[src/sv/lrs_pkg.sv]
// Shared types and constants for the line ray stepper.
package lrs_pkg;

    localparam int DELTA_W = 10;
    localparam int ACC_W = 11;
    localparam int TOTAL_W = 16;
    localparam int REQ_W = 9;
    localparam int CNT_W = 9;
    localparam int CFG_IDX_W = 2;

    localparam int MAX_STEP_REQUEST = 255;

    localparam logic [CFG_IDX_W-1:0] REG_DELTA_X = 2'd0;
    localparam logic [CFG_IDX_W-1:0] REG_DELTA_Y = 2'd1;
    localparam logic [CFG_IDX_W-1:0] REG_QUADRANT = 2'd2;
    localparam logic [CFG_IDX_W-1:0] REG_ENDLESS = 2'd3;

    localparam logic [DELTA_W-1:0] DELTA_X_RESET = 10'd100;
    localparam logic [DELTA_W-1:0] DELTA_Y_RESET = 10'd0;
    localparam logic [1:0] QUADRANT_RESET = 2'd0;
    localparam logic ENDLESS_RESET = 1'b1;

    // Bit q is set where quadrant q negates that axis.
    localparam logic [3:0] QUAD_NEG_X = 4'b0110;
    localparam logic [3:0] QUAD_NEG_Y = 4'b1100;

    typedef enum logic [1:0] {
        ST_IDLE,
        ST_RUN,
        ST_DONE
    } lrs_state_t;

    typedef struct packed {
        logic clear;
        logic step;
    } lrs_core_ctl_t;

endpackage

[src/sv/lrs_step_core.sv]
// Shared step unit: error accumulator, axis counters and the saturating step total.
module lrs_step_core (
    input  logic                          clk,
    input  logic                          rst_n,
    input  lrs_pkg::lrs_core_ctl_t        ctl,
    input  logic [lrs_pkg::DELTA_W-1:0]   major,
    input  logic [lrs_pkg::DELTA_W-1:0]   minor,
    output logic [lrs_pkg::CNT_W-1:0]     major_cnt,
    output logic [lrs_pkg::CNT_W-1:0]     minor_cnt,
    output logic [lrs_pkg::TOTAL_W-1:0]   step_total
);

    logic [lrs_pkg::ACC_W-1:0]   error_accum_reg, error_accum_next;
    logic [lrs_pkg::TOTAL_W-1:0] step_total_reg, step_total_next;
    logic [lrs_pkg::CNT_W-1:0]   major_cnt_reg, major_cnt_next;
    logic [lrs_pkg::CNT_W-1:0]   minor_cnt_reg, minor_cnt_next;
    logic [lrs_pkg::ACC_W:0]     acc_sum;
    logic [lrs_pkg::ACC_W-1:0]   acc_add;
    logic                        minor_hit;

    assign acc_sum = {1'b0, error_accum_reg} + {2'b00, minor};
    assign acc_add = acc_sum[lrs_pkg::ACC_W-1:0];
    assign minor_hit = acc_add >= {1'b0, major};

    always_comb
    begin
        error_accum_next = error_accum_reg;
        step_total_next = step_total_reg;
        major_cnt_next = major_cnt_reg;
        minor_cnt_next = minor_cnt_reg;
        if (ctl.clear)
        begin
            major_cnt_next = '0;
            minor_cnt_next = '0;
        end
        else if (ctl.step)
        begin
            major_cnt_next = major_cnt_reg + 1'b1;
            if (minor_hit)
            begin
                error_accum_next = acc_add - {1'b0, major};
                minor_cnt_next = minor_cnt_reg + 1'b1;
            end
            else
            begin
                error_accum_next = acc_add;
            end
            // hold at the top instead of wrapping
            if (step_total_reg != '1)
            begin
                step_total_next = step_total_reg + 1'b1;
            end
        end
    end

    always_ff @(posedge clk or negedge rst_n)
    begin
        if (!rst_n)
        begin
            error_accum_reg <= '0;
            step_total_reg <= '0;
            major_cnt_reg <= '0;
            minor_cnt_reg <= '0;
        end
        else
        begin
            error_accum_reg <= error_accum_next;
            step_total_reg <= step_total_next;
            major_cnt_reg <= major_cnt_next;
            minor_cnt_reg <= minor_cnt_next;
        end
    end

    assign major_cnt = major_cnt_reg;
    assign minor_cnt = minor_cnt_reg;
    assign step_total = step_total_reg;

`ifndef ASSERT_OFF
    a_clear_zeroes: assert property (@(posedge clk) disable iff (!rst_n)
        ctl.clear |=> (major_cnt_reg == '0) && (minor_cnt_reg == '0))
        else $error("counters not cleared");

    a_minor_le_major: assert property (@(posedge clk) disable iff (!rst_n)
        minor_cnt_reg <= major_cnt_reg)
        else $error("minor count passed major count");

    a_total_monotone: assert property (@(posedge clk) disable iff (!rst_n)
        step_total_reg >= $past(step_total_reg))
        else $error("step total went backward");
`endif

endmodule

[src/sv/line_ray_stepper_unit.sv]
// Top level of the line ray stepper: config registers, sequencer and result register.
// Request magnitudes |step_count| are clamped to 255; each request runs through RUN and DONE.
// The single shared step unit takes one major-axis step per cycle in RUN, and no request
// is taken until the result is loaded. Zero-step requests take no step but still pass DONE.
// Reset (rst_n, async low) restores config defaults and clears accumulator and step total.
module line_ray_stepper_unit (
    input  logic                              clk,
    input  logic                              rst_n,
    input  logic                              cfg_we,
    input  logic [lrs_pkg::CFG_IDX_W-1:0]     cfg_index,
    input  logic [lrs_pkg::DELTA_W-1:0]       cfg_data,
    input  logic                              in_valid,
    output logic                              in_ready,
    input  logic signed [lrs_pkg::REQ_W-1:0]  step_count,
    output logic                              out_valid,
    input  logic                              out_ready,
    output logic signed [lrs_pkg::CNT_W-1:0]  offset_x,
    output logic signed [lrs_pkg::CNT_W-1:0]  offset_y,
    output logic                              at_end
);

    logic [lrs_pkg::DELTA_W-1:0] delta_x_reg, delta_y_reg;
    logic [1:0]                  quadrant_reg;
    logic                        endless_reg;

    lrs_pkg::lrs_state_t         state_reg, state_next;
    lrs_pkg::lrs_core_ctl_t      ctl;
    logic                        accept;
    logic                        load_out;

    logic [lrs_pkg::REQ_W-1:0]   remaining_reg, remaining_next;
    logic [lrs_pkg::DELTA_W-1:0] major_reg, minor_reg;
    logic                        vert_reg, neg_x_reg, neg_y_reg;

    logic [lrs_pkg::REQ_W-1:0]   req_mag;
    logic [lrs_pkg::REQ_W-1:0]   req_clamped;
    logic                        vert;

    logic [lrs_pkg::CNT_W-1:0]   major_cnt, minor_cnt;
    logic [lrs_pkg::TOTAL_W-1:0] step_total;
    logic [lrs_pkg::CNT_W-1:0]   mag_x, mag_y;
    logic [lrs_pkg::TOTAL_W:0]   total_plus;
    logic                        end_flag;

    logic                        out_valid_reg;
    logic signed [lrs_pkg::CNT_W-1:0] offset_x_reg, offset_y_reg;
    logic                        at_end_reg;

    always_ff @(posedge clk or negedge rst_n)
    begin
        if (!rst_n)
        begin
            delta_x_reg <= lrs_pkg::DELTA_X_RESET;
            delta_y_reg <= lrs_pkg::DELTA_Y_RESET;
            quadrant_reg <= lrs_pkg::QUADRANT_RESET;
            endless_reg <= lrs_pkg::ENDLESS_RESET;
        end
        else if (cfg_we)
        begin
            case (cfg_index)
                lrs_pkg::REG_DELTA_X:  delta_x_reg <= cfg_data;
                lrs_pkg::REG_DELTA_Y:  delta_y_reg <= cfg_data;
                lrs_pkg::REG_QUADRANT: quadrant_reg <= cfg_data[1:0];
                lrs_pkg::REG_ENDLESS:  endless_reg <= cfg_data[0];
                default: ;
            endcase
        end
    end

    // magnitude of the two's complement request, then clamp
    assign req_mag = step_count[lrs_pkg::REQ_W-1] ? (~step_count + 1'b1) : step_count;
    assign req_clamped = (req_mag > lrs_pkg::REQ_W'(lrs_pkg::MAX_STEP_REQUEST))
                         ? lrs_pkg::REQ_W'(lrs_pkg::MAX_STEP_REQUEST) : req_mag;
    assign vert = delta_x_reg <= delta_y_reg;
    assign accept = in_valid && in_ready;

    always_comb
    begin
        state_next = state_reg;
        remaining_next = remaining_reg;
        ctl = '0;
        in_ready = 1'b0;
        load_out = 1'b0;
        case (state_reg)
            lrs_pkg::ST_IDLE:
            begin
                in_ready = 1'b1;
                if (in_valid)
                begin
                    ctl.clear = 1'b1;
                    remaining_next = req_clamped;
                    state_next = lrs_pkg::ST_RUN;
                end
            end
            lrs_pkg::ST_RUN:
            begin
                if (remaining_reg == '0)
                begin
                    state_next = lrs_pkg::ST_DONE;
                end
                else
                begin
                    ctl.step = 1'b1;
                    remaining_next = remaining_reg - 1'b1;
                end
            end
            lrs_pkg::ST_DONE:
            begin
                // load only when the result slot is free or draining
                if (!out_valid_reg || out_ready)
                begin
                    load_out = 1'b1;
                    state_next = lrs_pkg::ST_IDLE;
                end
            end
            default:
            begin
                state_next = lrs_pkg::ST_IDLE;
            end
        endcase
    end

    always_ff @(posedge clk or negedge rst_n)
    begin
        if (!rst_n)
        begin
            state_reg <= lrs_pkg::ST_IDLE;
            remaining_reg <= '0;
        end
        else
        begin
            state_reg <= state_next;
            remaining_reg <= remaining_next;
        end
    end

    always_ff @(posedge clk)
    begin
        if (accept)
        begin
            vert_reg <= vert;
            major_reg <= vert ? delta_y_reg : delta_x_reg;
            minor_reg <= vert ? delta_x_reg : delta_y_reg;
            neg_x_reg <= lrs_pkg::QUAD_NEG_X[quadrant_reg] ^ step_count[lrs_pkg::REQ_W-1];
            neg_y_reg <= lrs_pkg::QUAD_NEG_Y[quadrant_reg] ^ step_count[lrs_pkg::REQ_W-1];
        end
    end

    lrs_step_core u_core (
        .clk        (clk),
        .rst_n      (rst_n),
        .ctl        (ctl),
        .major      (major_reg),
        .minor      (minor_reg),
        .major_cnt  (major_cnt),
        .minor_cnt  (minor_cnt),
        .step_total (step_total)
    );

    assign mag_x = vert_reg ? minor_cnt : major_cnt;
    assign mag_y = vert_reg ? major_cnt : minor_cnt;
    assign total_plus = {1'b0, step_total} + 1'b1;
    assign end_flag = endless_reg
                      || (total_plus >= {{(lrs_pkg::TOTAL_W + 1 - lrs_pkg::DELTA_W){1'b0}},
                                         major_reg});

    always_ff @(posedge clk or negedge rst_n)
    begin
        if (!rst_n)
        begin
            out_valid_reg <= 1'b0;
        end
        else if (load_out)
        begin
            out_valid_reg <= 1'b1;
        end
        else if (out_ready)
        begin
            out_valid_reg <= 1'b0;
        end
    end

    always_ff @(posedge clk)
    begin
        if (load_out)
        begin
            offset_x_reg <= neg_x_reg ? (~mag_x + 1'b1) : mag_x;
            offset_y_reg <= neg_y_reg ? (~mag_y + 1'b1) : mag_y;
            at_end_reg <= end_flag;
        end
    end

    assign out_valid = out_valid_reg;
    assign offset_x = offset_x_reg;
    assign offset_y = offset_y_reg;
    assign at_end = at_end_reg;

`ifndef ASSERT_OFF
    a_accept_runs: assert property (@(posedge clk) disable iff (!rst_n)
        accept |=> (state_reg == lrs_pkg::ST_RUN))
        else $error("request accepted without starting a run");

    a_step_has_work: assert property (@(posedge clk) disable iff (!rst_n)
        ctl.step |-> (remaining_reg != '0))
        else $error("step issued with no steps left");

    a_load_sets_valid: assert property (@(posedge clk) disable iff (!rst_n)
        load_out |=> out_valid_reg)
        else $error("result loaded but not valid");
`endif

endmodule

[config.mk]
export PLATFORM = sky130hd
export DESIGN_NAME = line_ray_stepper_unit
export DESIGN_NICKNAME = d
export VERILOG_FILES = /design/src/sv/lrs_pkg.sv /design/src/sv/lrs_step_core.sv /design/src/sv/line_ray_stepper_unit.sv
export SDC_FILE = /design/constraint.sdc
export NUM_CORES = 1
export LEC_CHECK = 0
export ABC_AREA = 1
export ABC_CLOCK_PERIOD_IN_PS = 3500
export BUFFER_PORTS_ARGS = -buffer_cell sky130_fd_sc_hd__buf_4
export CAP_MARGIN = 20
export CORE_ASPECT_RATIO = 1.25
export CORE_MARGIN = 2
export CORE_UTILIZATION = 60
export CTS_BUF_LIST = sky130_fd_sc_hd__clkbuf_4 sky130_fd_sc_hd__clkbuf_8 sky130_fd_sc_hd__clkbuf_16
export DETAILED_ROUTE_END_ITERATION = 6
export GPL_TIMING_DRIVEN = 0
export PLACE_DENSITY = 0.84
export SYNTH_ARGS = -nofsm -noshare
export SYNTH_HDL_FRONTEND = slang
export SYNTH_SLANG_ARGS = --single-unit
[constraint.sdc]
create_clock -name clk -period 3.5 [get_ports clk]
set_input_delay 0.35 -clock clk [delete_from_list [all_inputs] [get_ports clk]]
set_output_delay 0.35 -clock clk [all_outputs]
set_load 0.005 [all_outputs]
Word-level counts from Yosys, hierarchy flattened --
Cells that the tools add are included.
Word-level totals: flip-flop bits (word level) 122, latch bits 0, memory bits (writable) 0, ROM bits 0, input bits 26, output and inout port bits 21, word-level logic and storage cells 104, memories kept 0
Operators by class: add/subtract/negate cells 10, multiply operators 0, div/mod/pow operators 0, order comparisons 5, eq/ne operators 10, shift operators 0, multiplexer cells 34, bitwise gates (word level) 6, reduce and logical (&&, ||, !) cells 20
Operator list (count):
- $mux 9 | 13
- $add 9x1->9 const B | 5
- $not 9->9 | 3
- $mux 10 | 2
- $pmux 9 s2 | 1
- $add 16x1->17 const B | 1
- $ge 17x10->1 | 1
- $add 16x1->16 const B | 1
- $ne 16x16->1 const B | 1
- $reduce_and 2->1 | 6
- $add 11x10->11 | 1
- $ge 11x10->1 | 1
- $mux 1 | 11
- $mux 11 | 1
- $sub 11x10->11 | 1
- $le 10x10->1 | 1
- $gt 9x8->1 const B | 1
- $logic_not 9->1 | 1
- $reduce_and 3->1 | 3
- $sub 9x1->9 const B | 1
- $ne 2x2->1 const B | 4
- $reduce_bool 2->1 | 4
- $eq 2x2->1 const B | 3
- $mux 2 | 3
- 10 further kinds | 15

Longest topological paths before layout --
depth after elaboration 7, mapped depth 21, mapped depth without buffers 20

Cells and area by module --
From an unflattened synthesis, not the netlist that was laid out.
Second synthesis, totals: cell total of the unflattened synthesis 1129, area total of the unflattened synthesis 8365.5 um^2
By module, submodules not included:
- line_ray_stepper_unit | times used 1, cells an instance 632, area an instance 4862.2 um^2
- lrs_step_core | times used 1, cells an instance 497, area an instance 3503.4 um^2

Least setup slack after synthesis --
OpenSTA, ideal clock, no wires.
kind register to register, start point register minor_reg[0] (netlist name), end point register u_core.minor_cnt_reg (netlist bit u_core.minor_cnt[0]), setup time 0.118 ns, arrival time 2.755 ns, data required time 3.382 ns, setup slack 0.627 ns, stages on the path, launching flop included 20, cells stage by stage edfxtp_1 ha_1 fa_1 nand3_1 nand3_1 nand3_1 nand3_1 nand2_1 inv_1 ha_1 nand2_1 nor2_1 nand3_1 nand3_1 nand2_2 nand3_2 buf_4 nand2_4 nand3_1 nand2_1
On the way: longest elaborated chain between the ends 4
Ends and longest elaborated chain:
- start: declaration | RTL line line_ray_stepper_unit.sv:32 | logic [lrs_pkg::DELTA_W-1:0] major_reg, minor_reg;
- start signal: assignment | RTL line line_ray_stepper_unit.sv:143 | minor_reg <= vert ? delta_x_reg : delta_y_reg;
- $add 11x10->11 | RTL line lrs_step_core.sv:21 | assign acc_sum = {1'b0, error_accum_reg} + {2'b00, minor};
- $ge 11x10->1 | RTL line lrs_step_core.sv:23 | assign minor_hit = acc_add >= {1'b0, major};
- $reduce_bool 2->1 (no line)
- $reduce_and 2->1 (no line)
- end signal: assignment | RTL line lrs_step_core.sv:70 | minor_cnt_reg <= minor_cnt_next;
- end: declaration | RTL line lrs_step_core.sv:16 | logic [lrs_pkg::CNT_W-1:0] minor_cnt_reg, minor_cnt_next;
Every way passes these cells. A chain may end at the register's enable or synchronous reset.

Worst setup path in the final report --
start point register minor_reg[0] (netlist name), end point register u_core.minor_cnt_reg (netlist bit u_core.minor_cnt[5])
Same word-level chain as after synthesis.

==> impl_metrics.tcl <==
set metrics [dict create \
    status "finished clean" \
    leakage_nw 4.58 \
    syn_nets 1085 \
    synth_top_area_cell "dfrtp_1" \
    final_cell_mix "nand2_1, inv_1, nand3_1, o21ai_0, dfrtp_1" \
    p_comb_share_pct 54.4 \
    drive_gt1_share_pct 11.2 \
    hold_violations 0 \
    ys_warn_count 0 \
    insertedDiodeCount 0 \
    clockBufferDepth 2 \
    seqCellArea_um2 3270 \
    grt_pass1_vias 6745 \
    track_usage_pct 27.2 \
    crit_type "reg -> reg" \
    synth-xor-area-share_pct 6.02 \
    worst_slew_pin_slew_ps 884 \
    nets 1152 \
    num_rows 46 \
    wl_per_cell_um 14.2 \
    grt_pass1_wl_um 30600 \
    seq_area_frac_synth_pct 41.6 \
    async_flop_share_pct 65.6 \
    place_ws_ps 92.0 \
    firstDrtPassIters 5 \
    htree_levels 4 \
    synth.area.top_cells "dfrtp_1, edfxtp_1, nand2_1, ha_1, inv_1" \
    crit_path_end_kind "flip-flop" \
    cellPowerDensity_nw_per_um2 989 \
    fin_setup_tns_ps 0 \
    grt_max_degree 81 \
    viasPerCell 5.44 \
    clock_skew_ps 9.27 \
    insertion_delay_ps 430 \
    dieArea_um2 14000 \
    setup_viol 0 \
    p_seq_share_pct 24.7 \
    die_x_um 106 \
    cts_buffers 17 \
    fmax_ghz 0.301 \
    hold_class "in -> reg" \
    synth.area.mux_share_pct 0 \
    gp_congestion 0.982 \
    startpoint_type "flip-flop" \
    cts-root-buf "clkbuf_16" \
    antenna_left 0 \
    area_delta_synth_final_pct 15.8 \
    die_y_um 132 \
    hpwl_um 13000 \
    crit_arrival_ps 3680 \
    max_stage_delay_ps 400 \
    drc 0 \
    max_slew_margin_pct 41.0 \
    final.setup.worst_slack_ps 176 \
    critical_path.most_common_cell "nand3_1" \
    io_buffer_count 45 \
    power_switching_w 0.00400 \
    cts_num_sinks 122 \
    postPlaceCellArea_um2 8420 \
    cts_tree "done" \
    post-route-min-period_ps 3320 \
    clk_pin_slew_worst_paths_ps 50 \
    pin_count 47 \
    report.final.slew_viol_count 0 \
    synthFlopType "dfrtp_1" \
    post_cts_buffers 0 \
    via_count 6845 \
    timing.final.crit_share_pct 95.0 \
    first_iter_violations 360 \
    path_buf_inv 2 \
    vdd_ir_drop_max_v 0.000499 \
    synth_cell_types 42 \
    worstPathCellList "ha_2 > fa_2 > nand3_1 > nand3_1 > nand3_1 > nand3_1 > nand2_1 > inv_1 > ha_1 > a21o_1 > nor2_1 > nand3_2 > nand2_4 > nand3_2 > buf_4 > nand2_4 > nand3_1 > nand2_1" \
    synth_top_family_by_area "simple AND/OR/NAND/NOR gates" \
    p_int_w 0.00501 \
    finalWirelength_um 17900 \
    final_common_cell "nand2_1" \
    p_clk_share_pct 20.9 \
    synth_compound_area_share_pct 9.50 \
    synth_area_um2 7860 \
    n_fill_cell 971 \
    core_area_um2 12700 \
    synth-adder-area-share_pct 7.99 \
    synth.avg_cell_area_um2 7.78 \
    final_cell_area_um2 9100 \
    slowest_stage "fa_2" \
    path_delay_family "simple AND/OR/NAND/NOR gates" \
    start_util_pct 61.8 \
    largest_reg_flops 16 \
    multi_input_area_um2 3890 \
    path_max_fanout 10 \
    overflow 0 \
    yosys.area_share.simple_pct 25.8 \
    synth_edf_count 42 \
    synth_top_area_share_pct 24.2 \
    p_sw_share_pct 44.4 \
    max_cap_violations 0 \
    crit_required_ps 3860 \
    ys_ff_latch 122 \
    antenna_found_initial 0 \
    synthCells 1010 \
]
path summary, 6_finish.rpt:
check                                                       from                                    end  slack [ps]  cells past startpoint
min reg2reg                u_core.error_accum_reg[2]$_DFFE_PN0P_  u_core.error_accum_reg[2]$_DFFE_PN0P_         490                      2
max in group asynchronous                                  rst_n                endless_reg$_DFFE_PN1P_        2500                      3
max reg2reg                               minor_reg[0]$_DFFE_PP_        u_core.minor_cnt[5]$_DFFE_PN0P_         180                     18
max                                       minor_reg[0]$_DFFE_PP_        u_core.minor_cnt[5]$_DFFE_PN0P_         180                     18
min in group asynchronous                                  rst_n             delta_x_reg[4]$_DFFE_PN0P_         370                      2
min                                                  cfg_data[6]             delta_x_reg[6]$_DFFE_PN1P_         170                      3
worst register-to-register path: cells and delay by family, from the launching register on:
family,cells,cell delay (ps)
simple gates,12,1520
buf+inv,2,250
compound gates,1,180
flops,1,370
fa+ha+maj,3,950
metrics by stage:
| step | instances | hold WS (ps) | utilization [%] | total power (W) |
|---|---|---|---|---|
| 6_report | 1258 | 174 | 71.6 | 0.00901 |
| 5_1_grt | 1258 | 207 | 71.6 | 0.00981 |
| 4_1_cts | 1256 | 142 | 71.1 | 0.00891 |
| 3_5_place_dp | 1224 | 477 | 66.2 | 0.00696 |
| 3_3_place_gp | 1223 | 465 | 66.1 | 0.00683 |
| 2_1_floorplan | 1010 | 54.4 | - | 0.00581 |
cell usage after synthesis, types with 3 or more instances:
cell,number
o21ai_0,84
dfrtp_1,76
xor2_1,39
edfxtp_1,42
dfstp_2,4
o21ai_1,5
nor2_1,59
buf_2,9
o211ai_1,5
nand3_1,89
ha_1,47
inv_2,3
nor3_1,18
buf_6,3
buf_4,3
o21bai_1,5
clkbuf_1,13
nor2_4,3
nand4_1,26
nand2_1,260
xnor2_1,15
nand2_2,6
a21oi_1,27
inv_1,146
final cells by class:
class / count / share of cell area [%]
flip-flops and latches: 122 / 35.9
inverters: 150 / 6.18
clock buffers: 24 / 5.39
multi-input cells: 710 / 42.8
clock inverters: 8 / 1.58
well taps: 168 / 2.31
plain buffers: 28 / 1.66
repair buffers: 48 / 4.21
layer usage:
metal	routed length [um]	share of wire (%)	global-route usage, %
met2	9210	51	47.6
met1	7240	40	31.5
met4	652	3.6	13.0
met3	806	4.5	5.83
met5	0	0	0
logic make-up after synthesis:
kind of cell,Yosys count
simple gates,469
buf+inv,178
compound gates,138
flops,122
xor+xnor,54
fa+ha+maj,49
timing repair:
item                                    in CTS  in global routing
endpoints found under the hold margin        0                 20
hold buffers                                 0                  1
endpoints found under the setup margin       0                 20
gates resized for setup                      0                  6
power by group through the flow:
stage | Sequential, W | Combinational [W] | Clock [W]
finish | 0.00223 | 0.00490 | 0.00188
CTS | 0.00222 | 0.00480 | 0.00189
detailed placement | 0.00224 | 0.00472 | 0
floorplan | 0.00218 | 0.00363 | 0
global route | 0.00226 | 0.00559 | 0.00196
global placement | 0.00223 | 0.00460 | 0
(Power assumes the default switching activity.)
